==> src/rtl/ltde_pkg.sv <==
// Package for the local-time-to-epoch converter.
// Holds field widths, calendar constants, the rule layout, register indexes
// and the small arithmetic helpers shared by the pipeline modules.
package ltde_pkg;

   // Field widths of the ports.
   localparam int unsigned YEAR_W     = 14;
   localparam int unsigned MONTH_W    = 4;
   localparam int unsigned DAY_W      = 5;
   localparam int unsigned HOUR_W     = 5;
   localparam int unsigned MIN_W      = 6;
   localparam int unsigned SEC_W      = 6;
   localparam int unsigned OFF_W      = 17;
   localparam int unsigned RULE_W     = 15;
   localparam int unsigned EPOCH_W    = 39;
   localparam int unsigned CSR_IDX_W  = 3;
   localparam int unsigned CSR_DATA_W = 17;

   // Internal widths.
   // Shifted year (year + 400, minus one for January and February).
   localparam int unsigned YADJ_W  = 15;
   // Day count biased so that it never goes negative.
   localparam int unsigned DAYS_W  = 23;
   // Day of year offset of the first of a month, March based.
   localparam int unsigned MBASE_W = 9;
   // Seconds within a day, including out-of-range hour, minute and second.
   localparam int unsigned TOD_W   = 17;
   // Biased naive seconds.
   localparam int unsigned SECS_W  = 40;
   // Day of month of a transition, signed (weeks 0 and 6..7 leave the month).
   localparam int unsigned DOM_W   = 8;

   // Calendar constants.
   localparam int unsigned YEAR_BIAS     = 400;
   localparam int unsigned DAYS_PER_YEAR = 365;
   localparam int unsigned SECS_PER_DAY  = 86400;
   localparam int unsigned SECS_PER_HOUR = 3600;
   localparam int unsigned SECS_PER_MIN  = 60;
   localparam int unsigned DAYS_PER_WEEK = 7;

   // Biased day count P satisfies days_since_1970 = P + day - 865566, and
   // the naive seconds carry the same bias times one day.
   localparam logic [SECS_W-1:0] EPOCH_BIAS = 40'd74784902400;

   // Weekday of a biased day count: (P + day + 2) mod 7, 0 = Sunday.
   localparam logic [DAYS_W-1:0] DOW_BIAS = 23'd2;

   // Division by 25 through a reciprocal: exact for inputs below 4681.
   localparam int unsigned RECIP25   = 2622;
   localparam int unsigned DIV_SHIFT = 16;
   localparam int unsigned DIV_IN_W  = 13;
   localparam int unsigned DIV_OUT_W = 8;

   // Month numbers that matter to the arithmetic.
   localparam logic [MONTH_W-1:0] MONTH_JAN = 4'd1;
   localparam logic [MONTH_W-1:0] MONTH_FEB = 4'd2;
   localparam logic [MONTH_W-1:0] MONTH_DEC = 4'd12;

   // Rule week code for the last occurrence in the month.
   localparam logic [2:0] WEEK_LAST = 3'd5;
   // Weekday code that folds onto Sunday.
   localparam logic [2:0] WEEKDAY_ALIAS_SUN = 3'd7;

   // Pipeline stages, in order.
   localparam int unsigned NUM_STAGES  = 8;
   localparam int unsigned STG_YEAR    = 0;
   localparam int unsigned STG_DAYS    = 1;
   localparam int unsigned STG_WEEKDAY = 2;
   localparam int unsigned STG_TRANS   = 3;
   localparam int unsigned STG_MUL     = 4;
   localparam int unsigned STG_SUM     = 5;
   localparam int unsigned STG_CMP     = 6;
   localparam int unsigned STG_OUT     = 7;

   // Load enable of each pipeline stage.
   typedef logic [NUM_STAGES-1:0] stage_en_type;

   // Transition rule as packed in its register.
   typedef struct packed {
      logic [4:0] hour;
      logic [2:0] weekday;
      logic [2:0] week;
      logic [3:0] month;
   } rule_type;

   // Configuration register indexes.
   typedef enum logic [CSR_IDX_W-1:0] {
      CSR_STD_OFFSET = 3'd0,
      CSR_DST_ENABLE = 3'd1,
      CSR_DST_OFFSET = 3'd2,
      CSR_DST_START  = 3'd3,
      CSR_DST_END    = 3'd4
   } csr_index_type;

   // Reset values of the configuration registers.
   localparam logic signed [OFF_W-1:0] STD_OFFSET_RST = -17'sd18000;
   localparam logic signed [OFF_W-1:0] DST_OFFSET_RST = -17'sd14400;
   localparam logic                    DST_ENABLE_RST = 1'b1;
   localparam logic [RULE_W-1:0]       DST_START_RST  = 15'd2083;
   localparam logic [RULE_W-1:0]       DST_END_RST    = 15'd2075;

   // Floor of x / 25 for x below 4681.
   function automatic logic [DIV_OUT_W-1:0] div25(input logic [DIV_IN_W-1:0] x);
      logic [DIV_IN_W+11:0] prod;
      prod = (DIV_IN_W+12)'(x) * (DIV_IN_W+12)'(RECIP25);
      return prod[DIV_SHIFT +: DIV_OUT_W];
   endfunction

   // Days from March 1 to the first of month m, months 0..2 and 13..15
   // continue the March-based count as the day formula does.
   function automatic logic [MBASE_W-1:0] month_base(input logic [MONTH_W-1:0] m);
      logic [MBASE_W-1:0] v;
      unique case (m)
         4'd0:  v = 9'd275;
         4'd1:  v = 9'd306;
         4'd2:  v = 9'd337;
         4'd3:  v = 9'd0;
         4'd4:  v = 9'd31;
         4'd5:  v = 9'd61;
         4'd6:  v = 9'd92;
         4'd7:  v = 9'd122;
         4'd8:  v = 9'd153;
         4'd9:  v = 9'd184;
         4'd10: v = 9'd214;
         4'd11: v = 9'd245;
         4'd12: v = 9'd275;
         4'd13: v = 9'd306;
         4'd14: v = 9'd337;
         4'd15: v = 9'd367;
      endcase
      return v;
   endfunction

   // Length of a month; a month number outside 1..12 counts as 31 days.
   function automatic logic [DAY_W-1:0] month_days(input logic leap,
                                                    input logic [MONTH_W-1:0] m);
      logic [DAY_W-1:0] v;
      unique case (m)
         4'd2:                      v = leap ? 5'd29 : 5'd28;
         4'd4, 4'd6, 4'd9, 4'd11:   v = 5'd30;
         default:                   v = 5'd31;
      endcase
      return v;
   endfunction

   // x mod 7 for a 24-bit value: octal digits add up because 8 = 1 mod 7.
   function automatic logic [2:0] mod7(input logic [23:0] x);
      logic [5:0] digit_sum;
      logic [3:0] fold;
      logic [2:0] v;
      digit_sum = '0;
      for (int k = 0; k < 8; k++) begin
         digit_sum = digit_sum + 6'(x[3*k +: 3]);
      end
      fold = 4'(digit_sum[5:3]) + 4'(digit_sum[2:0]);
      if (fold >= 4'd14) begin
         v = 3'(fold - 4'd14);
      end else if (fold >= 4'd7) begin
         v = 3'(fold - 4'd7);
      end else begin
         v = 3'(fold);
      end
      return v;
   endfunction

   // Reduce a value in 0..13 modulo 7.
   function automatic logic [2:0] wrap7(input logic [3:0] x);
      logic [2:0] v;
      if (x >= 4'd7) begin
         v = 3'(x - 4'd7);
      end else begin
         v = 3'(x);
      end
      return v;
   endfunction

endpackage

==> src/rtl/ltde_day_base.sv <==
// Two-stage day counter: biased day number of day zero of a given month.
// Depends on ltde_pkg for widths, the divide-by-25 helper and the month table.
module ltde_day_base
   import ltde_pkg::*;
(
   input  logic                clock,
   input  stage_en_type        stage_en,
   input  logic [YEAR_W-1:0]   year,
   input  logic [MONTH_W-1:0]  month,
   output logic [DAYS_W-1:0]   days_base
);

   logic [YADJ_W-1:0]    year_adj;
   logic [YADJ_W-1:0]    year_adj_ff;
   logic [DIV_OUT_W-1:0] cent_ff;
   logic [DIV_OUT_W-1:0] cent_in;
   logic [DIV_OUT_W-1:0] quad_cent_ff;
   logic [DIV_OUT_W-1:0] quad_cent_in;
   logic [MBASE_W-1:0]   mbase_ff;
   logic [DAYS_W-1:0]    days_base_ff;
   logic [DAYS_W-1:0]    days_base_in;

   // January and February belong to the previous March-based year; the
   // year is lifted by 400 so that year zero stays non-negative.
   always_comb begin
      if (month <= MONTH_FEB) begin
         year_adj = YADJ_W'(year) + YADJ_W'(YEAR_BIAS) - YADJ_W'(1);
      end else begin
         year_adj = YADJ_W'(year) + YADJ_W'(YEAR_BIAS);
      end
      cent_in      = div25(DIV_IN_W'(year_adj[YADJ_W-1:2]));
      quad_cent_in = div25(DIV_IN_W'(year_adj[YADJ_W-1:4]));
   end

   always_ff @(posedge clock) begin
      if (stage_en[STG_YEAR]) begin
         year_adj_ff  <= year_adj;
         cent_ff      <= cent_in;
         quad_cent_ff <= quad_cent_in;
         mbase_ff     <= month_base(month);
      end
   end

   // Whole years, leap days and the month offset.
   assign days_base_in = DAYS_W'(year_adj_ff) * DAYS_W'(DAYS_PER_YEAR)
                       + DAYS_W'(year_adj_ff[YADJ_W-1:2])
                       - DAYS_W'(cent_ff)
                       + DAYS_W'(quad_cent_ff)
                       + DAYS_W'(mbase_ff);

   always_ff @(posedge clock) begin
      if (stage_en[STG_DAYS]) begin
         days_base_ff <= days_base_in;
      end
   end

   assign days_base = days_base_ff;

endmodule

==> src/rtl/ltde_rule_day.sv <==
// Two-stage resolver of an nth-weekday rule to a biased day number.
// Depends on ltde_pkg for the rule layout, month lengths and modulo-7 helpers.
module ltde_rule_day
   import ltde_pkg::*;
(
   input  logic               clock,
   input  stage_en_type       stage_en,
   input  logic [DAYS_W-1:0]  days_base,
   input  logic               leap,
   input  rule_type           rule,
   output logic [DAYS_W-1:0]  trans_days
);

   logic [DAY_W-1:0]        month_end;
   logic [DAY_W-1:0]        anchor_in;
   logic [DAYS_W-1:0]       anchor_days;
   logic [DAYS_W-1:0]       base_ff;
   logic [DAY_W-1:0]        anchor_ff;
   logic [2:0]              dow_ff;
   logic [2:0]              dow_in;
   logic [2:0]              weekday;
   logic [2:0]              step;
   logic signed [DOM_W-1:0] dom;
   logic [DAYS_W-1:0]       trans_in;
   logic [DAYS_W-1:0]       trans_ff;

   // The anchor is the last day of the month for the last-weekday rule and
   // the first day otherwise; find the weekday of the anchor.
   always_comb begin
      month_end   = month_days(leap, rule.month);
      anchor_in   = (rule.week == WEEK_LAST) ? month_end : DAY_W'(1);
      anchor_days = days_base + DAYS_W'(anchor_in) + DOW_BIAS;
      dow_in      = mod7(24'(anchor_days));
   end

   always_ff @(posedge clock) begin
      if (stage_en[STG_WEEKDAY]) begin
         base_ff   <= days_base;
         anchor_ff <= anchor_in;
         dow_ff    <= dow_in;
      end
   end

   // Step back to the wanted weekday from the last day, or forward from the
   // first day and then on by whole weeks.
   always_comb begin
      weekday = (rule.weekday == WEEKDAY_ALIAS_SUN) ? 3'd0 : rule.weekday;
      if (rule.week == WEEK_LAST) begin
         step = wrap7(4'(dow_ff) + 4'(DAYS_PER_WEEK) - 4'(weekday));
         dom  = $signed(DOM_W'(anchor_ff)) - $signed(DOM_W'(step));
      end else begin
         step = wrap7(4'(weekday) + 4'(DAYS_PER_WEEK) - 4'(dow_ff));
         dom  = $signed(DOM_W'(anchor_ff)) + $signed(DOM_W'(step))
              + $signed(DOM_W'(rule.week)) * $signed(DOM_W'(DAYS_PER_WEEK))
              - $signed(DOM_W'(DAYS_PER_WEEK));
      end
      trans_in = base_ff + {{(DAYS_W-DOM_W){dom[DOM_W-1]}}, dom};
   end

   always_ff @(posedge clock) begin
      if (stage_en[STG_TRANS]) begin
         trans_ff <= trans_in;
      end
   end

   assign trans_days = trans_ff;

endmodule

==> src/rtl/ltde_epoch_calc.sv <==
// Four-stage back end: day numbers to seconds, daylight window test and
// offset removal. Depends on ltde_pkg for widths and the epoch bias.
module ltde_epoch_calc
   import ltde_pkg::*;
(
   input  logic                       clock,
   input  stage_en_type               stage_en,
   input  logic [DAYS_W-1:0]          local_days,
   input  logic [TOD_W-1:0]           tod,
   input  logic [DAYS_W-1:0]          start_days,
   input  logic [DAYS_W-1:0]          end_days,
   input  logic [HOUR_W-1:0]          start_hour,
   input  logic [HOUR_W-1:0]          end_hour,
   input  logic                       dst_enable,
   input  logic signed [OFF_W-1:0]    std_offset,
   input  logic signed [OFF_W-1:0]    dst_offset,
   output logic signed [EPOCH_W-1:0]  epoch_seconds
);

   logic [SECS_W-1:0]        local_sec_ff;
   logic [SECS_W-1:0]        start_sec_ff;
   logic [SECS_W-1:0]        end_sec_ff;
   logic [TOD_W-1:0]         tod_ff;
   logic [SECS_W-1:0]        naive_ff;
   logic [SECS_W-1:0]        naive_in;
   logic [SECS_W-1:0]        start_ff;
   logic [SECS_W-1:0]        start_in;
   logic [SECS_W-1:0]        end_ff;
   logic [SECS_W-1:0]        end_in;
   logic                     use_dst;
   logic signed [OFF_W-1:0]  offset_ff;
   logic [EPOCH_W-1:0]       unbiased_ff;
   logic [EPOCH_W-1:0]       epoch_ff;
   logic [EPOCH_W-1:0]       epoch_in;

   // Whole days to seconds, one multiplier per day number.
   always_ff @(posedge clock) begin
      if (stage_en[STG_MUL]) begin
         local_sec_ff <= SECS_W'(local_days) * SECS_W'(SECS_PER_DAY);
         start_sec_ff <= SECS_W'(start_days) * SECS_W'(SECS_PER_DAY);
         end_sec_ff   <= SECS_W'(end_days) * SECS_W'(SECS_PER_DAY);
         tod_ff       <= tod;
      end
   end

   // Add the time of day and the transition hours.
   always_comb begin
      naive_in = local_sec_ff + SECS_W'(tod_ff);
      start_in = start_sec_ff + SECS_W'(start_hour) * SECS_W'(SECS_PER_HOUR);
      end_in   = end_sec_ff + SECS_W'(end_hour) * SECS_W'(SECS_PER_HOUR);
   end

   always_ff @(posedge clock) begin
      if (stage_en[STG_SUM]) begin
         naive_ff <= naive_in;
         start_ff <= start_in;
         end_ff   <= end_in;
      end
   end

   // Daylight time applies on the half-open window from start to end.
   assign use_dst = dst_enable && (naive_ff >= start_ff) && (naive_ff < end_ff);

   always_ff @(posedge clock) begin
      if (stage_en[STG_CMP]) begin
         offset_ff   <= use_dst ? dst_offset : std_offset;
         unbiased_ff <= naive_ff[EPOCH_W-1:0] - EPOCH_BIAS[EPOCH_W-1:0];
      end
   end

   // Remove the offset; the result wraps to the output width.
   assign epoch_in = unbiased_ff - {{(EPOCH_W-OFF_W){offset_ff[OFF_W-1]}}, offset_ff};

   always_ff @(posedge clock) begin
      if (stage_en[STG_OUT]) begin
         epoch_ff <= epoch_in;
      end
   end

   assign epoch_seconds = $signed(epoch_ff);

endmodule

==> src/rtl/local_time_to_epoch_dst_top.sv <==
// Top level of the local-time-to-epoch converter with daylight rules.
// Depends on ltde_pkg, ltde_day_base, ltde_rule_day and ltde_epoch_calc.
//
// Converts a local date and time into signed Unix epoch seconds, using the
// standard offset or, inside the configured daylight window of that year,
// the daylight offset. The block is an eight-stage pipeline: one word enters
// per cycle while the output is not stalled, and its result is registered in
// the last stage. Every stage holds its own valid bit and loads whenever it
// is empty or its successor moves, so a stalled output only backs up the
// pipeline as far as it is full and bubbles are squeezed out. The stages are
// two day-number stages, two rule stages and four seconds stages (multiply,
// add, compare, offset). Configuration registers are written through the csr
// port with no wait; the stages read them as a word passes, so write them
// only while no word is in flight. No word is taken while reset is high.
module local_time_to_epoch_dst_top
   import ltde_pkg::*;
(
   input  logic                       clock,
   input  logic                       reset,
   // Request channel
   input  logic                       req_valid,
   output logic                       req_ready,
   input  logic [YEAR_W-1:0]          req_year,
   input  logic [MONTH_W-1:0]         req_month,
   input  logic [DAY_W-1:0]           req_day,
   input  logic [HOUR_W-1:0]          req_hour,
   input  logic [MIN_W-1:0]           req_minute,
   input  logic [SEC_W-1:0]           req_second,
   // Response channel
   output logic                       rsp_valid,
   input  logic                       rsp_ready,
   output logic signed [EPOCH_W-1:0]  rsp_epoch_seconds,
   // Configuration port
   input  logic                       csr_wr_en,
   input  logic [CSR_IDX_W-1:0]       csr_index,
   input  logic [CSR_DATA_W-1:0]      csr_wdata
);

   logic signed [OFF_W-1:0] std_offset_ff;
   logic signed [OFF_W-1:0] dst_offset_ff;
   logic                    dst_enable_ff;
   rule_type                start_rule_ff;
   rule_type                end_rule_ff;

   logic [NUM_STAGES-1:0]   valid_ff;
   stage_en_type            stage_en;

   logic [YEAR_W-1:0]       year_ff;
   logic [DIV_OUT_W-1:0]    cent_ff;
   logic [DIV_OUT_W-1:0]    quad_cent_ff;
   logic [DAY_W-1:0]        day1_ff;
   logic [TOD_W-1:0]        tod1_ff;
   logic [TOD_W-1:0]        tod_in;
   logic                    leap_ff;
   logic                    leap_in;
   logic [DIV_IN_W-1:0]     cent_x25;
   logic [DIV_IN_W-1:0]     quad_cent_x25;
   logic [DAY_W-1:0]        day2_ff;
   logic [TOD_W-1:0]        tod2_ff;
   logic [DAYS_W-1:0]       local_days3_ff;
   logic [TOD_W-1:0]        tod3_ff;
   logic [DAYS_W-1:0]       local_days4_ff;
   logic [TOD_W-1:0]        tod4_ff;

   logic [DAYS_W-1:0]       local_base;
   logic [DAYS_W-1:0]       start_base;
   logic [DAYS_W-1:0]       end_base;
   logic [DAYS_W-1:0]       start_days;
   logic [DAYS_W-1:0]       end_days;

   // Configuration registers; writes to unused indexes are dropped.
   always_ff @(posedge clock) begin
      if (reset) begin
         std_offset_ff <= STD_OFFSET_RST;
         dst_enable_ff <= DST_ENABLE_RST;
         dst_offset_ff <= DST_OFFSET_RST;
         start_rule_ff <= rule_type'(DST_START_RST);
         end_rule_ff   <= rule_type'(DST_END_RST);
      end else if (csr_wr_en) begin
         unique case (csr_index)
            CSR_STD_OFFSET: std_offset_ff <= $signed(csr_wdata[OFF_W-1:0]);
            CSR_DST_ENABLE: dst_enable_ff <= csr_wdata[0];
            CSR_DST_OFFSET: dst_offset_ff <= $signed(csr_wdata[OFF_W-1:0]);
            CSR_DST_START:  start_rule_ff <= rule_type'(csr_wdata[RULE_W-1:0]);
            CSR_DST_END:    end_rule_ff   <= rule_type'(csr_wdata[RULE_W-1:0]);
            default: begin
            end
         endcase
      end
   end

   // A stage loads when it is empty or the stage after it moves on.
   always_comb begin
      stage_en[STG_OUT] = !valid_ff[STG_OUT] || rsp_ready;
      for (int k = NUM_STAGES - 2; k >= 0; k--) begin
         stage_en[k] = !valid_ff[k] || stage_en[k+1];
      end
   end

   always_ff @(posedge clock) begin
      if (reset) begin
         valid_ff <= '0;
      end else begin
         if (stage_en[STG_YEAR]) begin
            valid_ff[STG_YEAR] <= req_valid;
         end
         for (int k = 1; k < NUM_STAGES; k++) begin
            if (stage_en[k]) begin
               valid_ff[k] <= valid_ff[k-1];
            end
         end
      end
   end

   // The input is closed while reset is held, since a word offered then is dropped.
   assign req_ready = stage_en[STG_YEAR] && !reset;
   assign rsp_valid = valid_ff[STG_OUT];

   // First stage: time of day and the century quotients for the leap test.
   assign tod_in = TOD_W'(req_hour) * TOD_W'(SECS_PER_HOUR)
                 + TOD_W'(req_minute) * TOD_W'(SECS_PER_MIN)
                 + TOD_W'(req_second);

   always_ff @(posedge clock) begin
      if (stage_en[STG_YEAR]) begin
         year_ff      <= req_year;
         cent_ff      <= div25(DIV_IN_W'(req_year[YEAR_W-1:2]));
         quad_cent_ff <= div25(DIV_IN_W'(req_year[YEAR_W-1:4]));
         day1_ff      <= req_day;
         tod1_ff      <= tod_in;
      end
   end

   // Second stage: Gregorian leap year of the input year.
   always_comb begin
      cent_x25      = DIV_IN_W'(cent_ff) * DIV_IN_W'(25);
      quad_cent_x25 = DIV_IN_W'(quad_cent_ff) * DIV_IN_W'(25);
      leap_in = (year_ff[1:0] == 2'd0)
             && ((DIV_IN_W'(year_ff[YEAR_W-1:2]) != cent_x25)
              || ((year_ff[3:2] == 2'd0)
               && (DIV_IN_W'(year_ff[YEAR_W-1:4]) == quad_cent_x25)));
   end

   always_ff @(posedge clock) begin
      if (stage_en[STG_DAYS]) begin
         leap_ff <= leap_in;
         day2_ff <= day1_ff;
         tod2_ff <= tod1_ff;
      end
   end

   // Day numbers of the input date and of the two rule months.
   ltde_day_base u_local_base (
      .clock     (clock),
      .stage_en  (stage_en),
      .year      (req_year),
      .month     (req_month),
      .days_base (local_base)
   );

   ltde_day_base u_start_base (
      .clock     (clock),
      .stage_en  (stage_en),
      .year      (req_year),
      .month     (start_rule_ff.month),
      .days_base (start_base)
   );

   ltde_day_base u_end_base (
      .clock     (clock),
      .stage_en  (stage_en),
      .year      (req_year),
      .month     (end_rule_ff.month),
      .days_base (end_base)
   );

   // Input date day number, carried alongside the rule stages.
   always_ff @(posedge clock) begin
      if (stage_en[STG_WEEKDAY]) begin
         local_days3_ff <= local_base + DAYS_W'(day2_ff);
         tod3_ff        <= tod2_ff;
      end
   end

   always_ff @(posedge clock) begin
      if (stage_en[STG_TRANS]) begin
         local_days4_ff <= local_days3_ff;
         tod4_ff        <= tod3_ff;
      end
   end

   // Transition days of the year.
   ltde_rule_day u_start_day (
      .clock      (clock),
      .stage_en   (stage_en),
      .days_base  (start_base),
      .leap       (leap_ff),
      .rule       (start_rule_ff),
      .trans_days (start_days)
   );

   ltde_rule_day u_end_day (
      .clock      (clock),
      .stage_en   (stage_en),
      .days_base  (end_base),
      .leap       (leap_ff),
      .rule       (end_rule_ff),
      .trans_days (end_days)
   );

   // Seconds, window test and offset.
   ltde_epoch_calc u_epoch_calc (
      .clock         (clock),
      .stage_en      (stage_en),
      .local_days    (local_days4_ff),
      .tod           (tod4_ff),
      .start_days    (start_days),
      .end_days      (end_days),
      .start_hour    (start_rule_ff.hour),
      .end_hour      (end_rule_ff.hour),
      .dst_enable    (dst_enable_ff),
      .std_offset    (std_offset_ff),
      .dst_offset    (dst_offset_ff),
      .epoch_seconds (rsp_epoch_seconds)
   );

endmodule
==> config.mk <==
export PLATFORM = sky130hd
export DESIGN_NAME = local_time_to_epoch_dst_top
export DESIGN_NICKNAME = d
export VERILOG_FILES = /design/src/rtl/ltde_pkg.sv /design/src/rtl/ltde_day_base.sv /design/src/rtl/ltde_rule_day.sv /design/src/rtl/ltde_epoch_calc.sv /design/src/rtl/local_time_to_epoch_dst_top.sv
export SDC_FILE = /design/constraint.sdc
export NUM_CORES = 2
export LEC_CHECK = 0
export BUFFER_PORTS_ARGS = -buffer_cell sky130_fd_sc_hd__buf_2
export CORE_UTILIZATION = 55
export CTS_BUF_LIST = sky130_fd_sc_hd__clkbuf_4
export DETAILED_ROUTE_END_ITERATION = 12
export PLACE_DENSITY = 0.85
export SYNTH_ARGS = -nofsm -noshare
export SYNTH_HDL_FRONTEND = slang
export SYNTH_HIERARCHICAL = 1
export SYNTH_SLANG_ARGS = --single-unit
==> constraint.sdc <==
create_clock -name clock -period 10.75 [get_ports clock]
set_input_delay 1.6125 -clock clock [delete_from_list [all_inputs] [get_ports clock]]
set_output_delay 1.6125 -clock clock [all_outputs]
set_load 0.01 [all_outputs]
==> impl_metrics.ini <==
[outcome]
run_status = completed

[clock_network]
numCtsBuffers = 218
post_cts_resized = 0
cts_buffer_depth = 3
cts-root-buf = clkbuf_4
ctsHoldBuffers = 0
cts_tree = yes
htree_levels = 4
clk_pin_slew_worst_paths_ns = 0.08
insertion_delay_ns = 1.20
clock_sinks = 839
post_cts.repair.setup_buffers = 0

[critical_path]
crit_type = reg -> reg
critPathRequiredTime_ns = 11.63
worstSetupStartpoint = end_rule_ff[5]$_SDFFE_PP0P_
reg2reg_from = end_rule_ff[5]$_SDFFE_PP0P_
cpLargestDelayFamily = adder cells
crit_path_top_delay_cell = fa_1
path_max_fanout = 12
end_kind = flop
slowest_delay_ns = 0.67
arrival_ns = 9.88
crit_top_cell = fa_1
cp.buffers_inverters = 7
startpoint_type = flop

[floorplanning]
die-area_mm2 = 0.1590
die_w_um = 398.8
rows = 145
start_util_pct = 55.43
io-pin-count = 106
die_y_um = 398.8
coreArea_mm2 = 0.1562

[detailed_routing]
drc = 0
via_per_inst = 5.531
dr_wl_met2_mm = 91.51
drt.antenna.violating_nets = 0
wl_mm = 181.3
post_drt_wl_per_cell_um = 16.97
wl_met1_mm = 74.42
highest_layer = met5
drt-initial-drc-count = 3428
wl_met3_mm = 8.946
drt-pass1-iter-count = 6
vias = 59112

[yosys]
seq_area_frac_synth_pct = 28.25
ys_types = 122
syn_area_mm2 = 0.08659
avgSynthCellArea_um2 = 10.60
async_flop_share_pct = 0
yosysWarnings = 6
synth-edff-count = 766
ys_seq_elements = 839
synth_cells = 8172
synth_flop_cell = edfxtp_1
synth.net_count = 10533

[global_route]
grt_pass1_vias = 62642
grt_pass1_wl_mm = 299.6
grt.total_usage_pct = 23.10
antenna_found_initial = 6
gr-total-overflow = 0
grt_max_degree = 89

[job]
cap_violations = 0

[finish]
nNetsFinal = 10808
drive_gt1_share_pct = 7.029
area_growth_pct = 6.721

[timing]
setup_viol = 0
rsz0062_at_grt = no
worst_pin_slew_ns = 1.255
setup_tns_ns = 0
drv_slew = 0
hold_violations = 0
finalCriticalPeriod_ns = 9.004
max_freq_mhz = 111.1
period_share_pct = 83.76
maxSlewHeadroom_pct = 16.01
fin_skew_ns = 0.07684

[place]
io_buffers = 105
gp_congestion = 0.9062
hpwl_mm = 148.5

[hold_path]
hold_start = tod4_ff[6]$_DFFE_PP_
hold_path_class = reg -> reg
layer usage:
metal	up-vias	global-route usage (%)
met5	-	0
li1	28226	-
met2	1638	41.39
met3	438	3.567
met4	6	9.148
met1	28804	27.61
synth_stat cells, drive strengths merged, types with 24 or more instances:
| cell | count | area, um2 |
|---|---|---|
| mux2 | 24 | 307.8 |
| o21ai | 211 | 1067 |
| dfxtp | 73 | 1461 |
| or2 | 27 | 168.9 |
| clkbuf | 67 | 251.5 |
| nand2b | 52 | 325.3 |
| o211ai | 28 | 220.2 |
| nand4 | 57 | 356.6 |
| xnor2 | 414 | 3626 |
| o21bai | 48 | 360.4 |
| nand2 | 416 | 1564 |
| inv | 1692 | 6351 |
| nor2 | 287 | 1112 |
| a21o | 217 | 1644 |
| nor3 | 79 | 405.4 |
| a211oi | 59 | 475.5 |
| a21oi | 409 | 2066 |
| nor2b | 60 | 375.4 |
| nand3b | 35 | 262.8 |
| a31oi | 45 | 309.0 |
| nor4 | 26 | 162.7 |
| edfxtp | 766 | 23000 |
| fa | 772 | 15450 |
| o21a | 53 | 397.9 |
| xor2 | 205 | 1795 |
| ha | 1524 | 19070 |
| and3 | 66 | 419.2 |
| nand3 | 122 | 610.6 |
sequential cells by signal, indices dropped and copies added, names as in the netlist, 23 cells and up:
signal,flops
u_epoch_calc/naive_ff,40
u_epoch_calc/epoch_seconds,39
u_epoch_calc/unbiased_ff,39
u_epoch_calc/end_ff,36
u_epoch_calc/start_ff,36
u_epoch_calc/end_sec_ff,33
u_epoch_calc/local_sec_ff,33
u_epoch_calc/start_sec_ff,33
local_days3_ff,23
local_days4_ff,23
u_end_base/days_base,23
u_end_day/base_ff,23
u_end_day/trans_days,23
u_local_base/days_base,23
u_start_base/days_base,23
u_start_day/base_ff,23
u_start_day/trans_days,23
kinds of logic (layout without fill, tap and decap cells):
logic type	count (synthesis)	after routing	synth area share [%]
XOR/XNOR	619	619	6.261
AND/OR/NAND/NOR	1335	1335	7.656
multiplexers	31	31	0.4364
AO/OA/AOI/OAI	1276	1276	9.713
adder cells (fa/ha/maj)	2296	2296	39.87
buffers and inverters	1776	2225	7.812
flip-flops	839	839	28.25
other	0	9	0
final cells by class:
type,count,area [um2]
fillers,12012,63800
multi-input cells,5557,55400
flip-flops and latches,839,24460
inverters,1693,6359
well taps,2058,2575
clock buffers,305,2290
repair buffers,138,773.2
clock inverters,89,526.8
diodes,9,22.52
cell usage in the layout (no fill, tap or decap), drive strengths merged, types with 45 or more instances in the layout:
cell / count
inv: 1697
ha: 1524
fa: 772
edfxtp: 766
nand2: 416
xnor2: 414
a21oi: 409
clkbuf: 305
nor2: 287
a21o: 217
o21ai: 211
xor2: 205
buf: 138
nand3: 122
nor3: 79
clkinv: 79
dfxtp: 73
and3: 66
nor2b: 60
a211oi: 59
nand4: 57
o21a: 53
nand2b: 52
o21bai: 48
a31oi: 45
per-stage QoR:
stage | worst slack, ns | std cells | instance area, um2 | hold WS (ns) | utilization [%]
after CTS | 1.801 | 10679 | 92390 | 0.3851 | 59.14
after floorplan | 0.1774 | 8172 | 86600 | 0.4003 | -
after detailed placement | 1.835 | 10285 | 89570 | 0.4045 | 57.34
final | 1.746 | 10688 | 92410 | 0.3950 | 59.16
after global routing | 1.226 | 10687 | 92410 | 0.3942 | 59.16
after global placement | 2.090 | 10285 | 89570 | 0.4029 | 57.34
final timing paths:
kind	slack, ns	cells after the start	end
setup / recovery	1.75	32	u_end_day/dow_ff[0]$_DFFE_PP_
hold / removal	0.39	0	u_epoch_calc/tod_ff[6]$_DFFE_PP_
setup reg to reg	1.75	32	u_end_day/dow_ff[0]$_DFFE_PP_
hold reg to reg	0.39	0	u_epoch_calc/tod_ff[6]$_DFFE_PP_
Power is not shown: default switching activity piles up to over one toggle a cycle in this logic, so the estimate is an artifact.
